$ cat src/rtl/core/egbr_pkg.sv
// ----------------------------------------------------------------------------
// egbr_pkg
// shared types and constants of the exp-golomb bit reader
// ----------------------------------------------------------------------------
package egbr_pkg;

  // default byte store depth
  localparam int StoreBytesDef = 256;

  localparam int ByteW  = 8;
  localparam int PosW   = 12;  // bit position, saturates at all ones
  localparam int ValueW = 33;  // result value, two's complement
  localparam int CntW   = 6;   // bit count and prefix count, up to 32

  localparam logic [CntW-1:0] PrefixLimit = CntW'(32);
  localparam logic [CntW-1:0] MaxBits     = CntW'(32);

  // item kinds
  typedef enum logic [2:0] {
    KIND_START = 3'd0,
    KIND_PUSH  = 3'd1,
    KIND_BITS  = 3'd2,
    KIND_UE    = 3'd3,
    KIND_SE    = 3'd4,
    KIND_SKIP  = 3'd5
  } kind_e;

endpackage

$ cat src/rtl/core/exp_golomb_bit_reader.sv
// ----------------------------------------------------------------------------
// exp_golomb_bit_reader
// bitstream reader for header syntax: fixed reads, ue(v), se(v), byte skips
// ----------------------------------------------------------------------------
// start, push, skip and unused kinds give their result beat in the cycle after
//   acceptance; a read holds busy_o while it takes its bits (bits past the
//   loaded data too), fetches each byte not yet held, checks the count and
//   finishes, and its result beat follows
// throughput: one item at a time, busy_o stays high until the read finishes
// the single bit-take step and byte store read port set the pace
// reset: asynchronous active low, empties the store and rewinds the position;
//   the store needs no clearing pass, the fill count guards it
// the result beat is a one-cycle strobe on done_o; the receiver cannot stall
module exp_golomb_bit_reader
  import egbr_pkg::*;
#(
  parameter int STORE_BYTES = StoreBytesDef
) (
  input  logic                     clk_i,
  input  logic                     rst_ni,
  // command side
  input  logic                     start_i,
  output logic                     busy_o,
  input  logic [2:0]               kind_i,
  input  logic [ByteW-1:0]         byte_value_i,
  input  logic [CntW-1:0]          bit_count_i,
  input  logic [ByteW-1:0]         skip_count_i,
  // result side
  output logic                     done_o,
  output logic signed [ValueW-1:0] value_o,
  output logic                     overrun_o,
  output logic [PosW-1:0]          bit_position_o
);

  // store address width, fill count width, width used to compare them
  localparam int AW = (STORE_BYTES > 1) ? $clog2(STORE_BYTES) : 1;
  localparam int LW = $clog2(STORE_BYTES + 1);
  localparam int CW = (LW > PosW) ? LW : PosW;

  typedef enum logic [1:0] {
    ST_IDLE,
    ST_PREFIX,   // counting leading zeros of an exp-golomb code
    ST_SHIFT,    // shifting bits into the accumulator
    ST_FINISH    // forming the final value
  } state_e;

  typedef enum logic [1:0] {
    MODE_BITS,
    MODE_UE,
    MODE_SE
  } mode_e;

  state_e              state_q, state_d;
  mode_e               mode_q, mode_d;
  logic [PosW-1:0]     pos_q, pos_d;
  logic [LW-1:0]       loaded_q, loaded_d;
  logic [ValueW-1:0]   acc_q, acc_d;
  logic [CntW-1:0]     cnt_q, cnt_d;
  logic [CntW-1:0]     zeros_q, zeros_d;
  logic                ovr_q, ovr_d;
  logic                cache_ok_q, cache_ok_d;
  logic [AW-1:0]       cache_idx_q, cache_idx_d;
  logic                done_q, done_d;
  logic [ValueW-1:0]   value_q, value_d;
  logic                overrun_q, overrun_d;

  // byte store, one write port and one registered read port
  logic [ByteW-1:0]    store_mem [STORE_BYTES];
  logic [ByteW-1:0]    rdata_q;
  logic                wr_en;
  logic                rd_en;
  logic [AW-1:0]       rd_addr;

  // bit take datapath
  logic [CW-1:0]       idx_ext;
  logic [CW-1:0]       loaded_ext;
  logic                in_range;
  logic                cache_hit;
  logic                need_bit;
  logic                bit_ok;
  logic                bit_val;
  logic                bit_adv;

  // finish and skip arithmetic
  logic [PosW:0]       skip_sum;
  logic [31:0]         code_k;
  logic [ValueW-1:0]   code_ext;
  logic [ValueW-1:0]   se_pos;
  logic [ValueW-1:0]   se_neg;

  logic                accept;

  assign accept = start_i && (state_q == ST_IDLE);

  // byte index of the read position against the fill count
  assign idx_ext    = CW'(pos_q >> 3);
  assign loaded_ext = CW'(loaded_q);
  assign in_range   = idx_ext < loaded_ext;
  assign rd_addr    = idx_ext[AW-1:0];
  assign cache_hit  = cache_ok_q && (cache_idx_q == rd_addr);

  assign need_bit = (state_q == ST_PREFIX) || ((state_q == ST_SHIFT) && (cnt_q != '0));

  always_comb begin
    bit_ok  = 1'b0;
    bit_val = 1'b1;
    bit_adv = 1'b0;
    rd_en   = 1'b0;
    if (need_bit) begin
      if (!in_range) begin
        // past the loaded bytes: reads as one, position holds
        bit_ok  = 1'b1;
        bit_val = 1'b1;
      end else if (cache_hit) begin
        bit_ok  = 1'b1;
        bit_val = rdata_q[3'(~pos_q[2:0])];
        bit_adv = 1'b1;
      end else begin
        // fetch the byte, the take retries next cycle
        rd_en = 1'b1;
      end
    end
  end

  assign wr_en = accept && (kind_e'(kind_i) == KIND_PUSH) && (loaded_q < LW'(STORE_BYTES));

  always_ff @(posedge clk_i) begin
    if (wr_en) begin
      store_mem[loaded_q[AW-1:0]] <= byte_value_i;
    end
    if (rd_en) begin
      rdata_q <= store_mem[rd_addr];
    end
  end

  assign skip_sum = (PosW+1)'(pos_q) + (PosW+1)'({skip_count_i, 3'b000});

  // saturated code when the prefix hit its limit, else accumulator minus one
  assign code_k   = (zeros_q == PrefixLimit) ? '1 : 32'(acc_q - ValueW'(1));
  assign code_ext = ValueW'(code_k);
  assign se_pos   = (code_ext + ValueW'(1)) >> 1;
  assign se_neg   = ValueW'(0) - (code_ext >> 1);

  always_comb begin
    state_d     = state_q;
    mode_d      = mode_q;
    pos_d       = pos_q;
    loaded_d    = loaded_q;
    acc_d       = acc_q;
    cnt_d       = cnt_q;
    zeros_d     = zeros_q;
    ovr_d       = ovr_q;
    cache_ok_d  = cache_ok_q;
    cache_idx_d = cache_idx_q;
    done_d      = 1'b0;
    value_d     = value_q;
    overrun_d   = overrun_q;

    if (rd_en) begin
      cache_ok_d  = 1'b1;
      cache_idx_d = rd_addr;
    end
    if (bit_adv && (pos_q != '1)) begin
      pos_d = pos_q + PosW'(1);
    end
    if (bit_ok && !bit_adv) begin
      ovr_d = 1'b1;
    end

    unique case (state_q)
      ST_IDLE: begin
        if (accept) begin
          ovr_d = 1'b0;
          unique case (kind_e'(kind_i))
            KIND_START: begin
              loaded_d   = '0;
              pos_d      = '0;
              cache_ok_d = 1'b0;
              done_d     = 1'b1;
              value_d    = '0;
              overrun_d  = 1'b0;
            end
            KIND_PUSH: begin
              if (wr_en) begin
                loaded_d = loaded_q + LW'(1);
              end
              done_d    = 1'b1;
              value_d   = '0;
              overrun_d = 1'b0;
            end
            KIND_BITS: begin
              mode_d  = MODE_BITS;
              acc_d   = '0;
              cnt_d   = (bit_count_i > MaxBits) ? MaxBits : bit_count_i;
              state_d = ST_SHIFT;
            end
            KIND_UE, KIND_SE: begin
              mode_d  = (kind_e'(kind_i) == KIND_UE) ? MODE_UE : MODE_SE;
              zeros_d = '0;
              state_d = ST_PREFIX;
            end
            KIND_SKIP: begin
              pos_d     = skip_sum[PosW] ? '1 : skip_sum[PosW-1:0];
              done_d    = 1'b1;
              value_d   = '0;
              overrun_d = 1'b0;
            end
            default: begin
              done_d    = 1'b1;
              value_d   = '0;
              overrun_d = 1'b0;
            end
          endcase
        end
      end
      ST_PREFIX: begin
        if (bit_ok) begin
          // a one or the prefix limit ends the count; that bit is consumed
          if (bit_val || (zeros_q == PrefixLimit)) begin
            acc_d   = ValueW'(1);
            cnt_d   = zeros_q;
            state_d = ST_SHIFT;
          end else begin
            zeros_d = zeros_q + CntW'(1);
          end
        end
      end
      ST_SHIFT: begin
        if (cnt_q == '0) begin
          state_d = ST_FINISH;
        end else if (bit_ok) begin
          acc_d = {acc_q[ValueW-2:0], bit_val};
          cnt_d = cnt_q - CntW'(1);
        end
      end
      ST_FINISH: begin
        case (mode_q)
          MODE_UE: value_d = code_ext;
          MODE_SE: value_d = code_k[0] ? se_pos : se_neg;
          default: value_d = acc_q;
        endcase
        overrun_d = ovr_q;
        done_d    = 1'b1;
        state_d   = ST_IDLE;
      end
      default: begin
        state_d = ST_IDLE;
      end
    endcase
  end

  always_ff @(posedge clk_i or negedge rst_ni) begin
    if (!rst_ni) begin
      state_q     <= ST_IDLE;
      mode_q      <= MODE_BITS;
      pos_q       <= '0;
      loaded_q    <= '0;
      cnt_q       <= '0;
      zeros_q     <= '0;
      ovr_q       <= 1'b0;
      cache_ok_q  <= 1'b0;
      cache_idx_q <= '0;
      done_q      <= 1'b0;
      overrun_q   <= 1'b0;
    end else begin
      state_q     <= state_d;
      mode_q      <= mode_d;
      pos_q       <= pos_d;
      loaded_q    <= loaded_d;
      cnt_q       <= cnt_d;
      zeros_q     <= zeros_d;
      ovr_q       <= ovr_d;
      cache_ok_q  <= cache_ok_d;
      cache_idx_q <= cache_idx_d;
      done_q      <= done_d;
      overrun_q   <= overrun_d;
    end
  end

  // payload registers, no reset
  always_ff @(posedge clk_i) begin
    acc_q   <= acc_d;
    value_q <= value_d;
  end

  assign busy_o         = (state_q != ST_IDLE);
  assign done_o         = done_q;
  assign value_o        = $signed(value_q);
  assign overrun_o      = overrun_q;
  assign bit_position_o = pos_q;

endmodule

$ cat config.mk
export PLATFORM = sky130hd
export DESIGN_NAME = exp_golomb_bit_reader
export DESIGN_NICKNAME = d
export VERILOG_FILES = /design/src/rtl/core/egbr_pkg.sv /design/src/rtl/core/exp_golomb_bit_reader.sv
export SDC_FILE = /design/constraint.sdc
export NUM_CORES = 2
export LEC_CHECK = 0
export BUFFER_PORTS_ARGS = -buffer_cell sky130_fd_sc_hd__buf_2
export CORE_MARGIN = 4
export CORE_UTILIZATION = 55
export CTS_BUF_LIST = sky130_fd_sc_hd__clkbuf_16
export DETAILED_ROUTE_END_ITERATION = 8
export PLACE_DENSITY = 0.74
export RECOVER_POWER = 25
export SYNTH_ARGS = -nofsm -noshare
export SYNTH_HDL_FRONTEND = slang
export SYNTH_SLANG_ARGS = --single-unit
$ cat constraint.sdc
create_clock -name clk_i -period 3.8 [get_ports clk_i]
set_input_delay 1.14 -clock clk_i [delete_from_list [all_inputs] [get_ports clk_i]]
set_output_delay 1.14 -clock clk_i [all_outputs]
set_load 0.02 [all_outputs]
Yosys cells after proc, flatten, opt, wreduce, memory -nomap -nowiden
Memories as Yosys holds them, arrays and structs flattened. A register that Yosys moved wholly into a read port is not among the register bits. Index checks and enable logic that the tools add are counted.

Memory bits (writable): 2048. Word-level logic and storage cells: 149. Memories: 1. Output and inout port bits: 48. Register bits: 115. Bits of input ports: 28.

Reductions and logical operators: 28. Magnitude comparators: 4. Add/sub/neg operators: 8. Eq/ne operators: 25. Mux-type cells: 69. Bitwise gates (word level): 1.

Memories: store_mem (words 256, width 8, read ports 1, clocked after Yosys merged registers in 1, wr ports 1, RTL line exp_golomb_bit_reader.sv:68) `logic [ByteW-1:0] store_mem [STORE_BYTES];`.

Operator list (count): $mux W33 (9); $pmux W33 S2 (2); $pmux W33 S3 (1); $mux W6 (11); $mux W12 (4); $add A32 B1 Y33 const B (1); $mux W32 (1); $sub A1 B31 Y32 const A (1); $sub A32 B1 Y32 const B (1); $mux W1 (25); $pmux W12 S2 (1); $pmux W6 S3 (1); $pmux W9 S2 (1); $ne A2 B2 Y1 const B (7); $add A12 B11 Y13 (1); $add A12 B1 Y12 const B (1); $ne A12 B12 Y1 const B (1); $pmux W6 S2 (1); $mux W2 (5); $reduce_and A5 Y1 (2); $reduce_bool A2 Y1 (5); $add A9 B1 Y9 const B (1); $lt A9 B9 Y1 (1); $lt A9 B9 Y1 const B (1); 32 further kinds (50).

Longest topological paths before layout
Depth after elaboration: 10. Gate-level depth with buffers: 18. Gate-level depth less buffers: 14.

Worst setup path after synthesis
OpenSTA, ideal clock, no wires.

Path kind: register -> register. Start: register acc_q[0]. End: register value_q[24] (netlist: value_o[24]), data pin. Required time: 3.648 ns. Arrival: 3.721 ns. Setup time: 0.152 ns. Path slack: -0.073 ns. Stages on the path, launching flop included: 14. Buffers on the path: 1. Period minus slack after synthesis: 3.873 ns. Cells stage by stage: edfxtp_1 > buf_2 > inv_1 > ha_1 > or4b_2 > nor4_2 > mux2i_1 > o311ai_1 > or3_4 > nor3_4 > a21oi_1 > a211o_1 > or3_1 > a31oi_1.

Word-level cells in the longest chain between the ends: 6. Elaborated cells on any way between the ends: 7. Those cells by class: add/sub: 3; mux: 4.

Ends and longest elaborated chain: from (decl) (RTL line exp_golomb_bit_reader.sv:57) `logic [ValueW-1:0] acc_q, acc_d;`; from (signal assigned) (RTL line exp_golomb_bit_reader.sv:282) `acc_q <= acc_d;`; $sub A32 B1 Y32 * (RTL line exp_golomb_bit_reader.sv:139) `assign code_k = (zeros_q == PrefixLimit) ? '1 : 32'(acc_q - ValueW'(1));`; $mux W32 * (RTL line exp_golomb_bit_reader.sv:139); $add A32 B1 Y33 or $sub A1 B31 Y32 (tied branches) (RTL line exp_golomb_bit_reader.sv:141, exp_golomb_bit_reader.sv:142); $mux W33 (RTL line exp_golomb_bit_reader.sv:239) `MODE_SE: value_d = code_k[0] ? se_pos : se_neg;`; $pmux W33 S2 * (RTL line exp_golomb_bit_reader.sv:237) `case (mode_q)`; $pmux W33 S2 * (RTL line exp_golomb_bit_reader.sv:170) `unique case (state_q)`; to (signal assigned) (RTL line exp_golomb_bit_reader.sv:283) `value_q <= value_d;`; to (decl) (RTL line exp_golomb_bit_reader.sv:64) `logic [ValueW-1:0] value_q, value_d;`.

Mark *: on every way between the ends. The rest lies on a longest branch, timed or not. A chain may end at the register's enable or synchronous reset.

Worst setup path after layout
Start: register pos_q[3] (netlist: bit_position_o[3]). End: register rdata_q[5] (read register of store_mem), data pin.

Word-level cells in the longest chain between the ends: 5. Elaborated cells on any way between the ends: 6. Those cells by class: order compare: 1; eq/ne: 1; mux: 3; reduce/logical: 1.

Ends and longest elaborated chain: from (decl) (RTL line exp_golomb_bit_reader.sv:55) `logic [PosW-1:0] pos_q, pos_d;`; from (signal assigned) (RTL line exp_golomb_bit_reader.sv:268) `pos_q <= pos_d;`; branches (longest 5 deep; another with $lt A9 B9 Y1); to (decl) (RTL line exp_golomb_bit_reader.sv:69) `logic [ByteW-1:0] rdata_q;`.

Several ways; the timed one is not identified.

==> flow_metrics.env <==
export IMPL_tritoncts="built"
export IMPL_cts_htree_levels=4
export IMPL_detail_route_wl_per_cell_microns=30.3
export IMPL_synth_yosys_seq_area_share_pct=73.8
export IMPL_critical_path_max_fanout=20
export IMPL_finalClockSkew_ps=40.6
export IMPL_synth_cells=4275
export IMPL_post_place_ws_ps=-40.9
export IMPL_synth_area_leaders="sky130_fd_sc_hd__edfxtp_1 72%, sky130_fd_sc_hd__mux4_2 17%, sky130_fd_sc_hd__nor2_1 1.5%"
export IMPL_post_synth_num_cell_types=89
export IMPL_synth_common_cells="2122 x sky130_fd_sc_hd__edfxtp_1, 667 x sky130_fd_sc_hd__mux4_2, 353 x sky130_fd_sc_hd__nor2_1"
export IMPL_pin_count_of_the_biggest_net_entering_global_routing=117
export IMPL_clock_sink_count=2171
export IMPL_grt_most_used_layer="met2"
export IMPL_drtAntennaViolNets=0
export IMPL_critPathCaptureType="register"
export IMPL_crit_path_start_kind="register"
export IMPL_clockRootBuffer="sky130_fd_sc_hd__clkbuf_16"
export IMPL_slowest_stage="sky130_fd_sc_hd__a211oi_1"
export IMPL_post_synth_top_area_fraction_pct=72.4
export IMPL_rsz0062_at_grt="yes"
export IMPL_power_density_nw_per_um2=720
export IMPL_layout_drive_gt1_share_pct=33.6
export IMPL_drc=0
export IMPL_initial_utilization_pct=55.4
export IMPL_synth_area_leader_cell="sky130_fd_sc_hd__edfxtp_1"
export IMPL_critPathMaxStageDelay_ps=580
export IMPL_power_leakage_nw=33.4
export IMPL_die_y_microns=408
export IMPL_first_global_vias=47151
export IMPL_post_route_min_period_ps=3720
export IMPL_detail_route_wirelength_microns=218000
export IMPL_synthesis_yosys_warnings=0
export IMPL_critical_path_class="reg -> reg"
export IMPL_failed_checks="max-capacitance violations, max-slew violations"
export IMPL_port_buffer_count=75
export IMPL_design_final_nets=4982
export IMPL_cp_common_cell="sky130_fd_sc_hd__mux4_2"
export IMPL_timing_fmax_mhz=269
export IMPL_grt_total_usage_pct=26.4
export IMPL_clk_insertion_delay_late_ps=850
export IMPL_area_growth_synth_to_final_pct=16.5
export IMPL_hpwlAfterDp_microns=133000
export IMPL_critical_path_required_ps=4370
export IMPL_design_portCount=76
export IMPL_gr_total_overflow=0
export IMPL_cts_clk_slew_worst_paths_ps=60
export IMPL_hold_path_class="reg -> reg"
export IMPL_timing_hold_violations_final=0
export IMPL_run_status="finished, violations left"
export IMPL_groute_layer_met1_usage_pct=37.3
export IMPL_die_area_sq_um=166000
export IMPL_async_reset_ff_share_pct=2.26
export IMPL_syn_avg_cell_area_sq_um=20.6
export IMPL_viasPerCell=6.50
export IMPL_synth_nets=4339
export IMPL_synth_ff_type="sky130_fd_sc_hd__edfxtp_1"
export IMPL_groute_layer_met2_usage_pct=42.5
export IMPL_drt_iter0_markers=6237
export IMPL_final_hold_slack_ps=514
export IMPL_detail_route_first_pass_iterations=6
export IMPL_cts_buffers=212
export IMPL_cap_viol_max_count=10
export IMPL_die_width_microns=408
export IMPL_fin_crit_sh_pct=97.8
export IMPL_vias=46636
export IMPL_antenna_violations_before_repair=7
export IMPL_cp_arrival_ps=4290
export IMPL_finalWorstSetupSlack_ps=83.8
export IMPL_std_cell_rows=146
export IMPL_worst_slew_pin_slew_ps=3360
export IMPL_fp_coreArea_sq_um=159000
export IMPL_groute_layer_met3_usage_pct=4.52
export IMPL_synth_most_common_cell="sky130_fd_sc_hd__edfxtp_1"
export IMPL_finalWeightedCongestion=0.898
export IMPL_slew_viol_final=792
export IMPL_synth_edff_count=2122
export IMPL_syn_cell_area_sq_um=88000
export IMPL_maximum_root_to_sink_buffer_count=3
export IMPL_path_cells="buf_4 > buf_12 > buf_12 > mux4_2 > mux4_2 > a211oi_1 > buf_4 > a21oi_1 > mux4_2"
export IMPL_max_vdd_ir_drop_v=0.000452
export IMPL_cts_hold_fix_buffers=0
export IMPL_slew_headroom_pct=-124
export IMPL_synthesis_stage_register_bit_count=2171
export IMPL_grt_pass1_wl_microns=324000
export IMPL_setup_viol_count_final=0
[report_power, final]
group / leakage, nW / switching (mW) / internal (mW) / total (mW)
logic: 10.1 / 13.2 / 11.5 / 24.7
registers: 19.7 / 0.832 / 27.2 / 28.0
clock network: 3.61 / 8.91 / 12.1 / 21.0
[metrics by stage]
step / area, sq um / power (mW) / setup TNS, ps / instances / util, %
floorplan: 88000 / 43.4 / -13.8 / 4275 / -
global placement: 95400 / 52.6 / -33.1 / 6766 / 60.1
detailed placement: 95400 / 52.9 / -40.9 / 6766 / 60.1
CTS: 103000 / 74.0 / 0 / 7166 / 64.6
global route: 102000 / 76.5 / -13.1 / 7172 / 64.6
finish: 102000 / 73.8 / 0 / 7173 / 64.6
[worst max-delay path, delay by kind of cell (launching register included)]
| family | cells | cell delay, ps |
|---|---|---|
| compound gates | 2 | 620 |
| buf+inv | 4 | 760 |
| flops | 1 | 500 |
| mux | 3 | 1550 |
[cell usage in the layout (no fill, tap or decap), types with 22 or more instances in the layout]
cell type and n:
sky130_fd_sc_hd__xnor2_1 42, sky130_fd_sc_hd__ha_1 35, sky130_fd_sc_hd__edfxtp_1 2122, sky130_fd_sc_hd__buf_12 65, sky130_fd_sc_hd__a211oi_1 24, sky130_fd_sc_hd__and2_1 35, sky130_fd_sc_hd__clkbuf_16 214, sky130_fd_sc_hd__bufinv_16 28
sky130_fd_sc_hd__clkinv_1 54, sky130_fd_sc_hd__o21ai_0 67, sky130_fd_sc_hd__mux4_2 667, sky130_fd_sc_hd__buf_4 530, sky130_fd_sc_hd__or3_1 22, sky130_fd_sc_hd__clkinv_2 30, sky130_fd_sc_hd__dfrtp_1 44, sky130_fd_sc_hd__a221oi_1 24
sky130_fd_sc_hd__nand3_1 29, sky130_fd_sc_hd__inv_1 93, sky130_fd_sc_hd__xor2_1 28, sky130_fd_sc_hd__nand2_1 82, sky130_fd_sc_hd__buf_2 66, sky130_fd_sc_hd__nor3_1 32, sky130_fd_sc_hd__a21oi_1 76, sky130_fd_sc_hd__nor2_1 352
[metal layers]
metal  share of wire (%)  vias to the layer above
met5               0.031                        -
met3                 8.7                      433
met4                 3.9                        8
met2                  49                     2543
li1                    -                    19063
met1                  38                    24589
[final timing paths]
path                              startpoint                 to  slack, ps  cells after the start
setup / recovery           bit_position_o[3]         rdata_q[5]         80                      9
hold / removal                         ovr_q              ovr_q        510                      2
setup reg to reg           bit_position_o[3]         rdata_q[5]         80                      9
hold reg to reg                        ovr_q              ovr_q        510                      2
max in group asynchronous             rst_ni  bit_position_o[7]       1500                      1
min in group asynchronous             rst_ni           cnt_q[2]        860                      1
[repair_timing]
item                                    CTS  global route
pin swaps                                 0             8
endpoints found under the setup margin    1            11
buffers inserted                          4             6
gates resized for setup                   0            21
[area by class of cell]
| cell class | instances | area (sq um) |
|---|---|---|
| Timing Repair Buffer | 684 | 5720 |
| Fill cell | 10039 | 56300 |
| Antenna cell | 1 | 2.50 |
| Tap cell | 2072 | 2590 |
| Inverter | 46 | 180 |
| Clock buffer | 214 | 5360 |
| Clock inverter | 182 | 1680 |
| Sequential cell | 2171 | 65000 |
| Multi-Input combinational cell | 1803 | 22000 |
[sequential cells by signal, summed over array words and instances (netlist names)]
register / flops
cnt_q: 6
acc_q: 33
bit_position_o: 12
cache_idx_q: 8
mode_q: 2
zeros_q: 6
state_q: 2
cache_ok_q: 1
overrun_o: 1
loaded_q: 9
ovr_q: 1
done_o: 1
store_mem: 2048
rdata_q: 8
value_o: 33
[cell families (layout without fill, tap and decap cells)]
family	Yosys count	in the layout	synth area share, %
adders and majority gates	36	36	0.521
muxes	702	702	17.5
DFF	2171	2171	73.8
AOI/OAI and AO/OA	298	298	2.23
buffers and inverters	301	1126	1.35
and+or+nand+nor	697	697	3.88
xor gates and xnor gates	70	70	0.697
other	0	1	0
Note: power is estimated with default switching activity, not from simulation.
